`src/hdl/wwa_pkg.sv`:
```
package wwa_pkg;

  // Fixed field widths of the sample and result words.
  localparam int unsigned SAMPLE_W      = 24;
  localparam int unsigned TIME_W        = 48;
  localparam int unsigned PERIOD_W      = 32;
  localparam int unsigned COUNT_OUT_W   = 11;
  localparam int unsigned NUM_LANES     = 6;
  localparam int unsigned MAX_COUNT_DEF = 1024;

  localparam logic [PERIOD_W-1:0] PERIOD_RESET = PERIOD_W'(80000);

  typedef struct packed {
    logic signed [SAMPLE_W-1:0] force_x;
    logic signed [SAMPLE_W-1:0] force_y;
    logic signed [SAMPLE_W-1:0] force_z;
    logic signed [SAMPLE_W-1:0] torque_x;
    logic signed [SAMPLE_W-1:0] torque_y;
    logic signed [SAMPLE_W-1:0] torque_z;
    logic [TIME_W-1:0]          sample_time;
  } in_word_t;

  typedef struct packed {
    logic signed [SAMPLE_W-1:0] avg_force_x;
    logic signed [SAMPLE_W-1:0] avg_force_y;
    logic signed [SAMPLE_W-1:0] avg_force_z;
    logic signed [SAMPLE_W-1:0] avg_torque_x;
    logic signed [SAMPLE_W-1:0] avg_torque_y;
    logic signed [SAMPLE_W-1:0] avg_torque_z;
    logic [TIME_W-1:0]          mid_time;
    logic [COUNT_OUT_W-1:0]     window_count;
  } out_word_t;

  // Commands from the window controller to every lane.
  typedef struct packed {
    logic add;   // accumulate the incoming sample
    logic seed;  // with add: replace the sum instead of adding
    logic load;  // start a division of the sum by the count
    logic step;  // one restoring division step
  } lane_ctrl_t;

endpackage

```
`src/hdl/wwa_lane.sv`:
```
module wwa_lane #(
  parameter int unsigned MAX_COUNT = wwa_pkg::MAX_COUNT_DEF
) (
  input  logic                                clk_i,
  input  wwa_pkg::lane_ctrl_t                 ctrl_i,
  input  logic signed [wwa_pkg::SAMPLE_W-1:0] sample_i,
  input  logic [$clog2(MAX_COUNT+1)-1:0]      count_i,
  output logic signed [wwa_pkg::SAMPLE_W-1:0] mean_o
);
  import wwa_pkg::*;

  localparam int unsigned CNT_W = $clog2(MAX_COUNT + 1);
  localparam int unsigned SUM_W = SAMPLE_W + CNT_W;

  logic signed [SUM_W-1:0] acc_q, acc_d;
  logic [SUM_W-1:0]        quo_q, quo_d;
  logic [CNT_W-1:0]        rem_q, rem_d;
  logic                    neg_q, neg_d;
  logic signed [SUM_W-1:0] sample_ext;
  logic [CNT_W:0]          trial;
  logic [CNT_W:0]          trial_sub;
  logic                    fits;
  logic [SAMPLE_W-1:0]     quo_low;

  assign sample_ext = SUM_W'(sample_i);
  assign trial      = {rem_q, quo_q[SUM_W-1]};
  assign fits       = trial >= {1'b0, count_i};
  assign trial_sub  = trial - {1'b0, count_i};

  // The divider works on the magnitude; the sign is put back on the low bits.
  assign quo_low = quo_q[SAMPLE_W-1:0];
  assign mean_o  = signed'(neg_q ? (~quo_low + 1'b1) : quo_low);

  always_comb begin
    acc_d = acc_q;
    quo_d = quo_q;
    rem_d = rem_q;
    neg_d = neg_q;
    if (ctrl_i.add) begin
      acc_d = ctrl_i.seed ? sample_ext : acc_q + sample_ext;
    end
    if (ctrl_i.load) begin
      neg_d = acc_q[SUM_W-1];
      quo_d = acc_q[SUM_W-1] ? $unsigned(-acc_q) : $unsigned(acc_q);
      rem_d = '0;
    end else if (ctrl_i.step) begin
      rem_d = fits ? trial_sub[CNT_W-1:0] : trial[CNT_W-1:0];
      quo_d = {quo_q[SUM_W-2:0], fits};
    end
  end

  always_ff @(posedge clk_i) begin
    acc_q <= acc_d;
    quo_q <= quo_d;
    rem_q <= rem_d;
    neg_q <= neg_d;
  end

endmodule

```
`src/hdl/wwa_ctrl.sv`:
```
module wwa_ctrl #(
  parameter int unsigned MAX_COUNT = wwa_pkg::MAX_COUNT_DEF
) (
  input  logic                              clk_i,
  input  logic                              rst_ni,
  input  logic                              in_valid_i,
  output logic                              in_stall_o,
  input  logic [wwa_pkg::TIME_W-1:0]        sample_time_i,
  input  logic                              cfg_valid_i,
  input  logic [wwa_pkg::PERIOD_W-1:0]      cfg_data_i,
  input  logic                              out_free_i,
  output wwa_pkg::lane_ctrl_t               lane_ctrl_o,
  output logic                              emit_o,
  output logic [$clog2(MAX_COUNT+1)-1:0]    count_o,
  output logic [wwa_pkg::TIME_W-1:0]        mid_time_o
);
  import wwa_pkg::*;

  localparam int unsigned CNT_W  = $clog2(MAX_COUNT + 1);
  localparam int unsigned SUM_W  = SAMPLE_W + CNT_W;
  localparam int unsigned STEP_W = $clog2(SUM_W);

  typedef enum logic [1:0] {
    ST_IDLE,
    ST_CHECK,
    ST_DIV,
    ST_EMIT
  } state_e;

  state_e              state_q;
  logic                open_q;
  logic                was_open_q;
  logic [TIME_W-1:0]   start_q;
  logic [TIME_W-1:0]   time_q;
  logic [TIME_W-1:0]   diff_q;
  logic [TIME_W-1:0]   mid_q;
  logic [CNT_W-1:0]    count_q;
  logic [STEP_W-1:0]   step_q;
  logic [PERIOD_W-1:0] period_q;

  logic                accept;
  logic                close;
  logic [TIME_W-1:0]   abs_diff;

  assign in_stall_o = (state_q != ST_IDLE);
  assign accept     = in_valid_i && (state_q == ST_IDLE);
  assign abs_diff   = (sample_time_i >= start_q) ? (sample_time_i - start_q)
                                                 : (start_q - sample_time_i);
  assign close      = was_open_q &&
                      ((diff_q >= {{(TIME_W-PERIOD_W){1'b0}}, period_q}) ||
                       (count_q >= CNT_W'(MAX_COUNT)));

  assign lane_ctrl_o.add  = accept;
  assign lane_ctrl_o.seed = !open_q;
  assign lane_ctrl_o.load = (state_q == ST_CHECK) && close;
  assign lane_ctrl_o.step = (state_q == ST_DIV);

  assign emit_o     = (state_q == ST_EMIT) && out_free_i;
  assign count_o    = count_q;
  assign mid_time_o = mid_q;

  always_ff @(posedge clk_i or negedge rst_ni) begin
    if (!rst_ni) begin
      state_q    <= ST_IDLE;
      open_q     <= 1'b0;
      was_open_q <= 1'b0;
      start_q    <= '0;
      time_q     <= '0;
      diff_q     <= '0;
      mid_q      <= '0;
      count_q    <= '0;
      step_q     <= '0;
      period_q   <= PERIOD_RESET;
    end else begin
      if (cfg_valid_i) begin
        period_q <= cfg_data_i;
      end
      unique case (state_q)
        ST_IDLE: begin
          if (accept) begin
            was_open_q <= open_q;
            time_q     <= sample_time_i;
            diff_q     <= abs_diff;
            if (!open_q) begin
              open_q  <= 1'b1;
              start_q <= sample_time_i;
              count_q <= CNT_W'(1);
            end else begin
              count_q <= count_q + CNT_W'(1);
            end
            state_q <= ST_CHECK;
          end
        end
        ST_CHECK: begin
          // Overflow-free midpoint: halves summed, carry from both low bits.
          mid_q <= (start_q >> 1) + (time_q >> 1) +
                   TIME_W'(start_q[0] & time_q[0]);
          if (close) begin
            open_q  <= 1'b0;
            step_q  <= STEP_W'(SUM_W - 1);
            state_q <= ST_DIV;
          end else begin
            state_q <= ST_IDLE;
          end
        end
        ST_DIV: begin
          if (step_q == '0) begin
            state_q <= ST_EMIT;
          end else begin
            step_q <= step_q - STEP_W'(1);
          end
        end
        ST_EMIT: begin
          if (out_free_i) begin
            state_q <= ST_IDLE;
          end
        end
        default: begin
          state_q <= ST_IDLE;
        end
      endcase
    end
  end

endmodule

```
`src/hdl/wrench_window_averager_unit.sv`:
```
// Boxcar averager and decimator for timestamped six-axis force/torque words.
// Input channel (in_valid_i / in_stall_o / in_word_i) carries one sample word.
// The first word opens a window; later words add to six running sums until
// the absolute time since the window start reaches window_period or the
// sample count reaches MAX_COUNT. Then one result word leaves on the output
// channel (out_valid_o / out_stall_i / out_word_o) with the six truncated
// means, the midpoint time and the sample count.
// The single register window_period is written through cfg_valid_i /
// cfg_data_i; cfg_ready_o is always high. Write it only while idle.
// Sequencing: a word that does not close a window passes through the check state
// before the next one is taken. A closing word passes through the check,
// divide and emit states, with the division done by the bit-serial restoring
// divider in each of the six lanes, which run in parallel. Its result word
// is registered when the emit state finds the output register free.
// The finished result sits in an output register, so a new window can start
// while the receiver still stalls; a second result waits in the divider lanes
// until the output register frees up, and input is stalled meanwhile.
// Reset closes any window, drops a pending result and restores window_period
// to 80000.
module wrench_window_averager_unit #(
  parameter int unsigned MAX_COUNT = wwa_pkg::MAX_COUNT_DEF
) (
  input  logic                        clk_i,
  input  logic                        rst_ni,
  input  logic                        in_valid_i,
  output logic                        in_stall_o,
  input  wwa_pkg::in_word_t           in_word_i,
  output logic                        out_valid_o,
  input  logic                        out_stall_i,
  output wwa_pkg::out_word_t          out_word_o,
  input  logic                        cfg_valid_i,
  output logic                        cfg_ready_o,
  input  logic [wwa_pkg::PERIOD_W-1:0] cfg_data_i
);
  import wwa_pkg::*;

  localparam int unsigned CNT_W = $clog2(MAX_COUNT + 1);

  lane_ctrl_t                 lane_ctrl;
  logic signed [SAMPLE_W-1:0] samples [NUM_LANES];
  logic signed [SAMPLE_W-1:0] means   [NUM_LANES];
  logic                       emit;
  logic                       out_free;
  logic [CNT_W-1:0]           count;
  logic [TIME_W-1:0]          mid_time;
  logic [CNT_W+COUNT_OUT_W-1:0] count_ext;
  out_word_t                  out_q;
  logic                       out_valid_q;

  // The configuration register always takes a write.
  assign cfg_ready_o = 1'b1;

  assign samples[0] = in_word_i.force_x;
  assign samples[1] = in_word_i.force_y;
  assign samples[2] = in_word_i.force_z;
  assign samples[3] = in_word_i.torque_x;
  assign samples[4] = in_word_i.torque_y;
  assign samples[5] = in_word_i.torque_z;

  wwa_ctrl #(
    .MAX_COUNT (MAX_COUNT)
  ) u_ctrl (
    .clk_i         (clk_i),
    .rst_ni        (rst_ni),
    .in_valid_i    (in_valid_i),
    .in_stall_o    (in_stall_o),
    .sample_time_i (in_word_i.sample_time),
    .cfg_valid_i   (cfg_valid_i),
    .cfg_data_i    (cfg_data_i),
    .out_free_i    (out_free),
    .lane_ctrl_o   (lane_ctrl),
    .emit_o        (emit),
    .count_o       (count),
    .mid_time_o    (mid_time)
  );

  // One accumulator and divider per axis; all lanes step in lockstep.
  for (genvar g = 0; g < NUM_LANES; g++) begin : g_lane
    wwa_lane #(
      .MAX_COUNT (MAX_COUNT)
    ) u_lane (
      .clk_i    (clk_i),
      .ctrl_i   (lane_ctrl),
      .sample_i (samples[g]),
      .count_i  (count),
      .mean_o   (means[g])
    );
  end

  // The reported count is the low bits of the internal count.
  assign count_ext = {{COUNT_OUT_W{1'b0}}, count};

  // Merge stage: the lane results are gathered into the output register.
  assign out_free = !out_valid_q || !out_stall_i;

  always_ff @(posedge clk_i or negedge rst_ni) begin
    if (!rst_ni) begin
      out_valid_q <= 1'b0;
    end else if (emit) begin
      out_valid_q <= 1'b1;
    end else if (!out_stall_i) begin
      out_valid_q <= 1'b0;
    end
  end

  always_ff @(posedge clk_i) begin
    if (emit) begin
      out_q.avg_force_x  <= means[0];
      out_q.avg_force_y  <= means[1];
      out_q.avg_force_z  <= means[2];
      out_q.avg_torque_x <= means[3];
      out_q.avg_torque_y <= means[4];
      out_q.avg_torque_z <= means[5];
      out_q.mid_time     <= mid_time;
      out_q.window_count <= count_ext[COUNT_OUT_W-1:0];
    end
  end

  assign out_valid_o = out_valid_q;
  assign out_word_o  = out_q;

endmodule
```
`config.mk`:
```
export PLATFORM = sky130hd
export DESIGN_NAME = wrench_window_averager_unit
export DESIGN_NICKNAME = d
export VERILOG_FILES = /design/src/hdl/wwa_pkg.sv /design/src/hdl/wwa_lane.sv /design/src/hdl/wwa_ctrl.sv /design/src/hdl/wrench_window_averager_unit.sv
export SDC_FILE = /design/constraint.sdc
export NUM_CORES = 2
export LEC_CHECK = 0
export CAP_MARGIN = 10
export CORE_AREA = 2 2 360 451
export CTS_CLUSTER_SIZE = 12
export DETAILED_ROUTE_END_ITERATION = 7
export DIE_AREA = 0 0 362 453
export DONT_BUFFER_PORTS = 1
export PLACE_DENSITY = 0.65
export RECOVER_POWER = 50
export SETUP_SLACK_MARGIN = 0.02
export SLEW_MARGIN = 5
export SYNTH_ARGS = -nofsm -noshare
export SYNTH_HDL_FRONTEND = slang
export SYNTH_SLANG_ARGS = --single-unit
```
`constraint.sdc`:
```
create_clock -name clk_i -period 16.7 [get_ports clk_i]
set_clock_uncertainty 0.2 [all_clocks]
set_input_delay 0.835 -clock clk_i [delete_from_list [all_inputs] [get_ports clk_i]]
set_output_delay 0.835 -clock clk_i [all_outputs]
set_load 0.01 [all_outputs]
```
======== Word level (Yosys, flattened, before mapping) ========
Cells that the tools add are included.
operators by class
  equal/unequal tests ..................... 9
  reductions and logical operators ........ 19
  bitwise gates (word level) .............. 8
  $lt $le $gt $ge ......................... 9
  $add $sub $neg .......................... 30
  mux-type cells .......................... 51
operators with widths
  operator                                       number
  two-way mux 35 bit                             24
  adder 35 x 24 -> 35 bit                        6
  negation 35 bit                                6
  adder 24 x 1 -> 24 bit, second input constant  6
  two-way mux 24 bit                             6
  NOT 24 bit                                     6
  subtractor 48 bit                              2
  two-way mux 11 bit                             7
  >= comparator 12 x 11 -> 1 bit                 6
  subtractor 11 bit                              6
  adder 47 x 47 -> 48 bit                        1
  adder 48 bit                                   1
  >= comparator 48 x 32 -> 1 bit                 1
  >= comparator 48 bit                           1
  two-way mux 48 bit                             1
  two-way mux 6 bit                              2
  case mux 6 bit (2 select lines)                1
  AND reduction 3 bit                            4
  adder 11 x 1 -> 11 bit, second input constant  1
  >= comparator 11 bit, second input constant    1
  two-way mux 2 bit                              4
  != test 2 x 1 -> 1 bit, second input constant  4
  case mux 2 bit (4 select lines)                1
  nonzero test 2 bit                             4
  other kinds (14)                               24
word-level totals
  word-level logic and storage cells ...... 169
  register bits after elaboration ......... 941
  input bits .............................. 229

======== Depth between registers and ports, before layout ========
  depth after elaboration ................. 5
  mapped depth ............................ 16

======== Hierarchy ========
A second synthesis with hierarchy kept.
second synthesis, totals
  cell total of the unflattened synthesis .. 7047
  area, all modules ....................... 64859.7 µm²
modules (own cells, without submodules)
  module                           seq. area each (µm²)  area each (µm²)  cells each  times used
  wwa_lane (g_lane[0].u_lane ...)  2352.3                6840.3           781         4
  wwa_ctrl                         6137.1                17777.0          2158        1
  wwa_lane (g_lane[4].u_lane)      2352.3                6856.6           781         1
  wwa_lane (g_lane[5].u_lane)      2352.3                6721.4           776         1
  wrench_window_averager_unit      6120.9                6143.4           208         1

======== Worst setup path after synthesis ========
No wires, ideal clock.
  path kind ............................... input to register
  start ................................... input port out_stall_i
  end ..................................... register out_q, in the netlist out_word_o[0] (enable)
  path buffers ............................ 0
  data arrival time ....................... 10594 ps
  required time ........................... 15665 ps
  setup slack ............................. 5072 ps
  stages on the path ...................... 1
  cell sequence ........................... a21oi_1
between the ends
  longest elaborated chain between the ends .. 3
RTL lines
  what               RTL line                           RTL
  start, declared    wrench_window_averager_unit.sv:29  input logic out_stall_i,
  zero test 1 bit    -
  logical OR 1 bit   wrench_window_averager_unit.sv:94  assign out_free = !out_valid_q || !out_stall_i;
  logical AND 1 bit  wwa_ctrl.sv:58                     assign emit_o = (state_q == ST_EMIT) && out_free_i;
  end, declared      wrench_window_averager_unit.sv:47  out_word_t out_q;
Every way passes these cells.
A chain may end at the register's enable or synchronous reset.

======== Final worst setup path ========
  start ................................... register u_ctrl.state_q[0]
  end ..................................... register g_lane[1].u_lane.acc_q[7] (enable)
between the ends
  longest elaborated chain between the ends .. 2
RTL lines
  what                    RTL line         RTL
  start, declared         wwa_ctrl.sv:30   state_e state_q;
  start signal, assigned  wwa_ctrl.sv:64   state_q <= ST_IDLE;
  start signal, assigned  wwa_ctrl.sv:91   state_q <= ST_CHECK;
  start signal, assigned  wwa_ctrl.sv:101  state_q <= ST_DIV;
  zero test 2 bit         wwa_ctrl.sv:46   assign accept = in_valid_i && (state_q == ST_IDLE);
  logical AND 1 bit       wwa_ctrl.sv:46
  end signal, assigned    wwa_lane.sv:53   acc_q <= acc_d;
  end, declared           wwa_lane.sv:15   logic signed [SUM_W-1:0] acc_q, acc_d;
Every way passes these cells.

==> results <==
- The post-synthesis sequential area ratio is 0.415.
- The depth of the worst register-to-register path is 4.
- The headroom to the max-slew limit is -3.15.
- The net count after synthesis is 7453.
- The first TritonRoute pass finished after 6 iterations.
- The number of global-route vias before repair came to 49.4k.
- The total die area is 0.164 mm2.
- The total clock buffers created by CTS is 108.
- The weighted congestion reported at the end of routability-driven placement is 0.989.
- The leakage power is 28.2 nW.
- Across all hold checks on the routed design, the worst slack comes to 0.0663 ns.
- After synthesis, the share of flip-flops with an asynchronous set or reset is 0.261.
- After global routing the overflow that remains totals 0.
- The post-synthesis instance total is 6750.
- The number of antenna violations at the first check in global routing is 2.
- Along the worst path, the maximum fanout reaches 113.
- The worst setup slack for register-to-register paths is 7.12 ns.
- After detailed routing, the total wire length is 176000 um.
- The per-cell via count in the routed design is 5.65.
- Across the run, the number of max-cap violations was 14.
- The power density relative to cell area is 217 mW/mm2.
- The synthesized area per cell is 9.41 um2.
- Entering global routing, the biggest net connects 247 pins.
- Detailed placement finished with a half-perimeter wire length of 128000 um.
- The register bit count reported by yosys is 941.
- The element type at the critical path end is a flip-flop.
- The slowest stage of the critical path belongs to the cell sky130_fd_sc_hd__clkinvlp_2.
- The end of the worst register-to-register path is g_lane[1].u_lane.acc_q[7]$_DFFE_PP_.
- The repair_antennas step left the layout with diodes totalling 0.
- The floorplan step set the die width to 362 um.
- The number of antenna-violating nets in the routed design is 0.
- The origin of the critical flop-to-flop path is u_ctrl.state_q[0]$_DFFE_PN0P_.
- For the finished layout, the period the worst path requires is 9.58 ns.
- Following the worst setup path forward leads to its endpoint at g_lane[1].u_lane.acc_q[7]$_DFFE_PP_.
- In this run the number of H-tree levels came out at 3.
- Clock-pin slew was measured on the worst setup and hold paths at 0.06 ns.
- The type of origin of the critical path is a flip-flop.
- The worst-skew pair later-pin latency is 0.76 ns.
- Once the clock tree was built, the resizer swapped 0 gates to a different size.
- Sorting the synthesized cells by how often they occur yields sky130_fd_sc_hd__o21ai_0, sky130_fd_sc_hd__nand2_1, sky130_fd_sc_hd__edfxtp_1.
- In this run, synthesis inferred 629 flip-flops with an integrated enable.
- The area inside the core boundary is 0.159 mm2.
- The layout overhead on the synthesized area is 9.94%.
- The first routing iteration left 3390 violations.
- The pin slew with the least headroom to its limit is 6.23 ns.
- The most prevalent standard cell on the critical path is sky130_fd_sc_hd__buf_4.
- The routed length per instance is 19.9 um.
- The number of distinct library cell variants in the gate-level netlist after synthesis is 86.
- The top cell type's share of synthesized area is 0.297.
- At the worst endpoint, the required time is 16.87 ns.
- The number of placement rows is 164.
- The maximum root-to-sink buffer count is 3.
- The run finished, with violations left.
- Together, buffers and inverters on the worst path number 3.
- The I/O pin count is 435.
- The final reports fail on capacitance limit, slew limit.
- For the final routed database, the setup TNS stands at 0 ns.
- The hold violation count in the final report is 0.
- The floorplan step set the die height to 453 um.
- The share of post-route cells with drive strength above 1 is 0.0566.
- The clock tree from TritonCTS is built.
- The clock sink count is 941.
- In this run the number of cells on the critical path is 4.
- The worst path arrival time is 9.75 ns.
- The maximum clock frequency is 0.104 GHz.
- Yosys attributes the largest share of cell area to sky130_fd_sc_hd__edfxtp_1, sky130_fd_sc_hd__dfrtp_1, sky130_fd_sc_hd__ha_1, sky130_fd_sc_hd__o21ai_0, sky130_fd_sc_hd__nand2_1.
- VDD sags by at most 0.000152 V.
- The overall track demand over capacity in global routing is 0.210.
- The global-route wire length before repair is 275000 um.
- Dividing the final minimum period by the clock period gives 0.574.
- The total of warnings raised by yosys is 0.
- The library cell used as clock root buffer is sky130_fd_sc_hd__clkbuf_16.
- The cell area after synthesis is 0.0635 mm2.
- Setup repair after global routing left no endpoint under its margin.
- The critical path launch point is u_ctrl.state_q[0]$_DFFE_PN0P_.
- The largest single stage delay on the critical path is 4.86 ns.
- The final number of max-transition violations is 970.
- The number of setup violations in the final report is 0.
- In the routed design, unresolved DRC markers number 0.
- The initial core utilization is 0.398.
- The type of the worst setup path is flip-flop to flip-flop.
- The cell taking the most area after synthesis is sky130_fd_sc_hd__edfxtp_1.
- The predominant post-synthesis flop cell is sky130_fd_sc_hd__edfxtp_1.
- Walking the worst path, the cells encountered are or3b_1 -> clkinvlp_2 -> buf_4 -> buf_4.
- The kind of cell with the highest combined delay along the critical path is buffers and inverters.
- The final layout contains 7399 nets.
- The most used standard cell by instance count after synthesis is sky130_fd_sc_hd__o21ai_0.
- Summing over every cut layer, the via total after detailed routing is 50.1k.
- The worst min-delay path category is primary input to flip-flop.
- The quantity of I/O buffers inserted on ports is 0.
[metal layers]
metal	up-vias	share of wire	global-route usage
li1	24600	-	-
met1	23900	0.41	0.252
met2	1211	0.50	0.371
met3	343	0.050	0.0327
met4	0	0.040	0.0855
met5	-	0	0
[cells in the final DEF (no fill, tap or decap), types with 120 or more instances in the layout]
| cell type | netlist | layout |
|---|---|---|
| sky130_fd_sc_hd__a21o_1 | 222 | 222 |
| sky130_fd_sc_hd__edfxtp_1 | 629 | 629 |
| sky130_fd_sc_hd__inv_1 | 310 | 308 |
| sky130_fd_sc_hd__xor2_1 | 273 | 273 |
| sky130_fd_sc_hd__o21ai_0 | 811 | 811 |
| sky130_fd_sc_hd__a21oi_1 | 462 | 461 |
| sky130_fd_sc_hd__ha_1 | 458 | 458 |
| sky130_fd_sc_hd__dfrtp_1 | 241 | 241 |
| sky130_fd_sc_hd__nor2_1 | 315 | 313 |
| sky130_fd_sc_hd__nand2_1 | 807 | 806 |
| sky130_fd_sc_hd__xnor2_1 | 330 | 330 |
| sky130_fd_sc_hd__o31ai_1 | 120 | 120 |
| sky130_fd_sc_hd__nand3_1 | 146 | 145 |
[metrics by stage]
step	setup WS, ns	instances	utilization	instance area, um2	power (W)
after floorplan	5.07	6750	-	63500	0.0106
after global placement	11.11	8581	0.410	65400	0.0124
after detailed placement	11.09	8581	0.410	65400	0.0126
after CTS	11.04	8860	0.438	69900	0.0152
after global routing	6.18	8862	0.438	69800	0.0164
final	7.12	8862	0.438	69800	0.0152
[power breakdown]
| group | switching (W) | leakage, nW | total [W] | internal [W] |
|---|---|---|---|---|
| registers | 0.000959 | 9.44 | 0.00491 | 0.00395 |
| clock network | 0.00103 | 1.79 | 0.00248 | 0.00145 |
| logic | 0.00458 | 17.0 | 0.00776 | 0.00318 |
[repair_timing]
action	in CTS	in global routing
buffers inserted	0	0
endpoints found under the setup margin	0	0
hold endpoints to repair	363	114
hold buffers	78	1
[flip-flops by register name, indices dropped and copies added (netlist names), named ones only]
register / flops
u_ctrl.count_o: 11
g_lane.u_lane.rem_q: 66
u_ctrl.was_open_q: 1
u_ctrl.time_q: 48
u_ctrl.mid_time_o: 48
u_ctrl.period_q: 32
u_ctrl.open_q: 1
u_ctrl.start_q: 48
g_lane.u_lane.neg_q: 6
g_lane.u_lane.acc_q: 210
out_valid_o: 1
u_ctrl.step_q: 6
g_lane.u_lane.quo_q: 210
u_ctrl.diff_q: 48
out_word_o: 203
u_ctrl.state_q: 1
[worst min-delay path by stage]
stage                                               from                                    to  depth (start not counted)
CTS                                        in_word_i[25]         u_ctrl.time_q[25]$_DFFE_PN0P_                          2
global placement       u_ctrl.mid_time_o[33]$_DFFE_PN0N_              out_word_o[44]$_DFFE_PP_                          0
detailed placement     u_ctrl.mid_time_o[44]$_DFFE_PN0N_              out_word_o[55]$_DFFE_PP_                          0
floorplan           g_lane[0].u_lane.acc_q[34]$_DFFE_PP_      g_lane[0].u_lane.neg_q$_DFFE_PP_                          0
finish                                     cfg_data_i[8]        u_ctrl.period_q[8]$_DFFE_PN0P_                          2
global route                              in_word_i[191]  g_lane[0].u_lane.acc_q[34]$_DFFE_PP_                          1
[layout make-up]
class                   count  area, um2
clock buffers             139       2920
clock inverters            62        759
fillers                 15300      89600
inverters                 311       1180
multi-input cells        5218      35000
flip-flops and latches    941      26400
well taps                2075       2600
repair buffers            116       1040
[logic make-up (layout without fill, tap and decap cells)]
kind of cell | after synthesis | after routing | share of synthesized area
mux | 190 | 190 | 0.0323
flops | 941 | 941 | 0.415
other cells | 1 | 1 | 0.0000591
simple gates | 1846 | 1846 | 0.136
fa+ha+maj | 474 | 474 | 0.0953
xor+xnor | 603 | 603 | 0.0832
compound gates | 2104 | 2104 | 0.203
buf+inv | 591 | 628 | 0.0352
(Power assumes the default switching activity.)
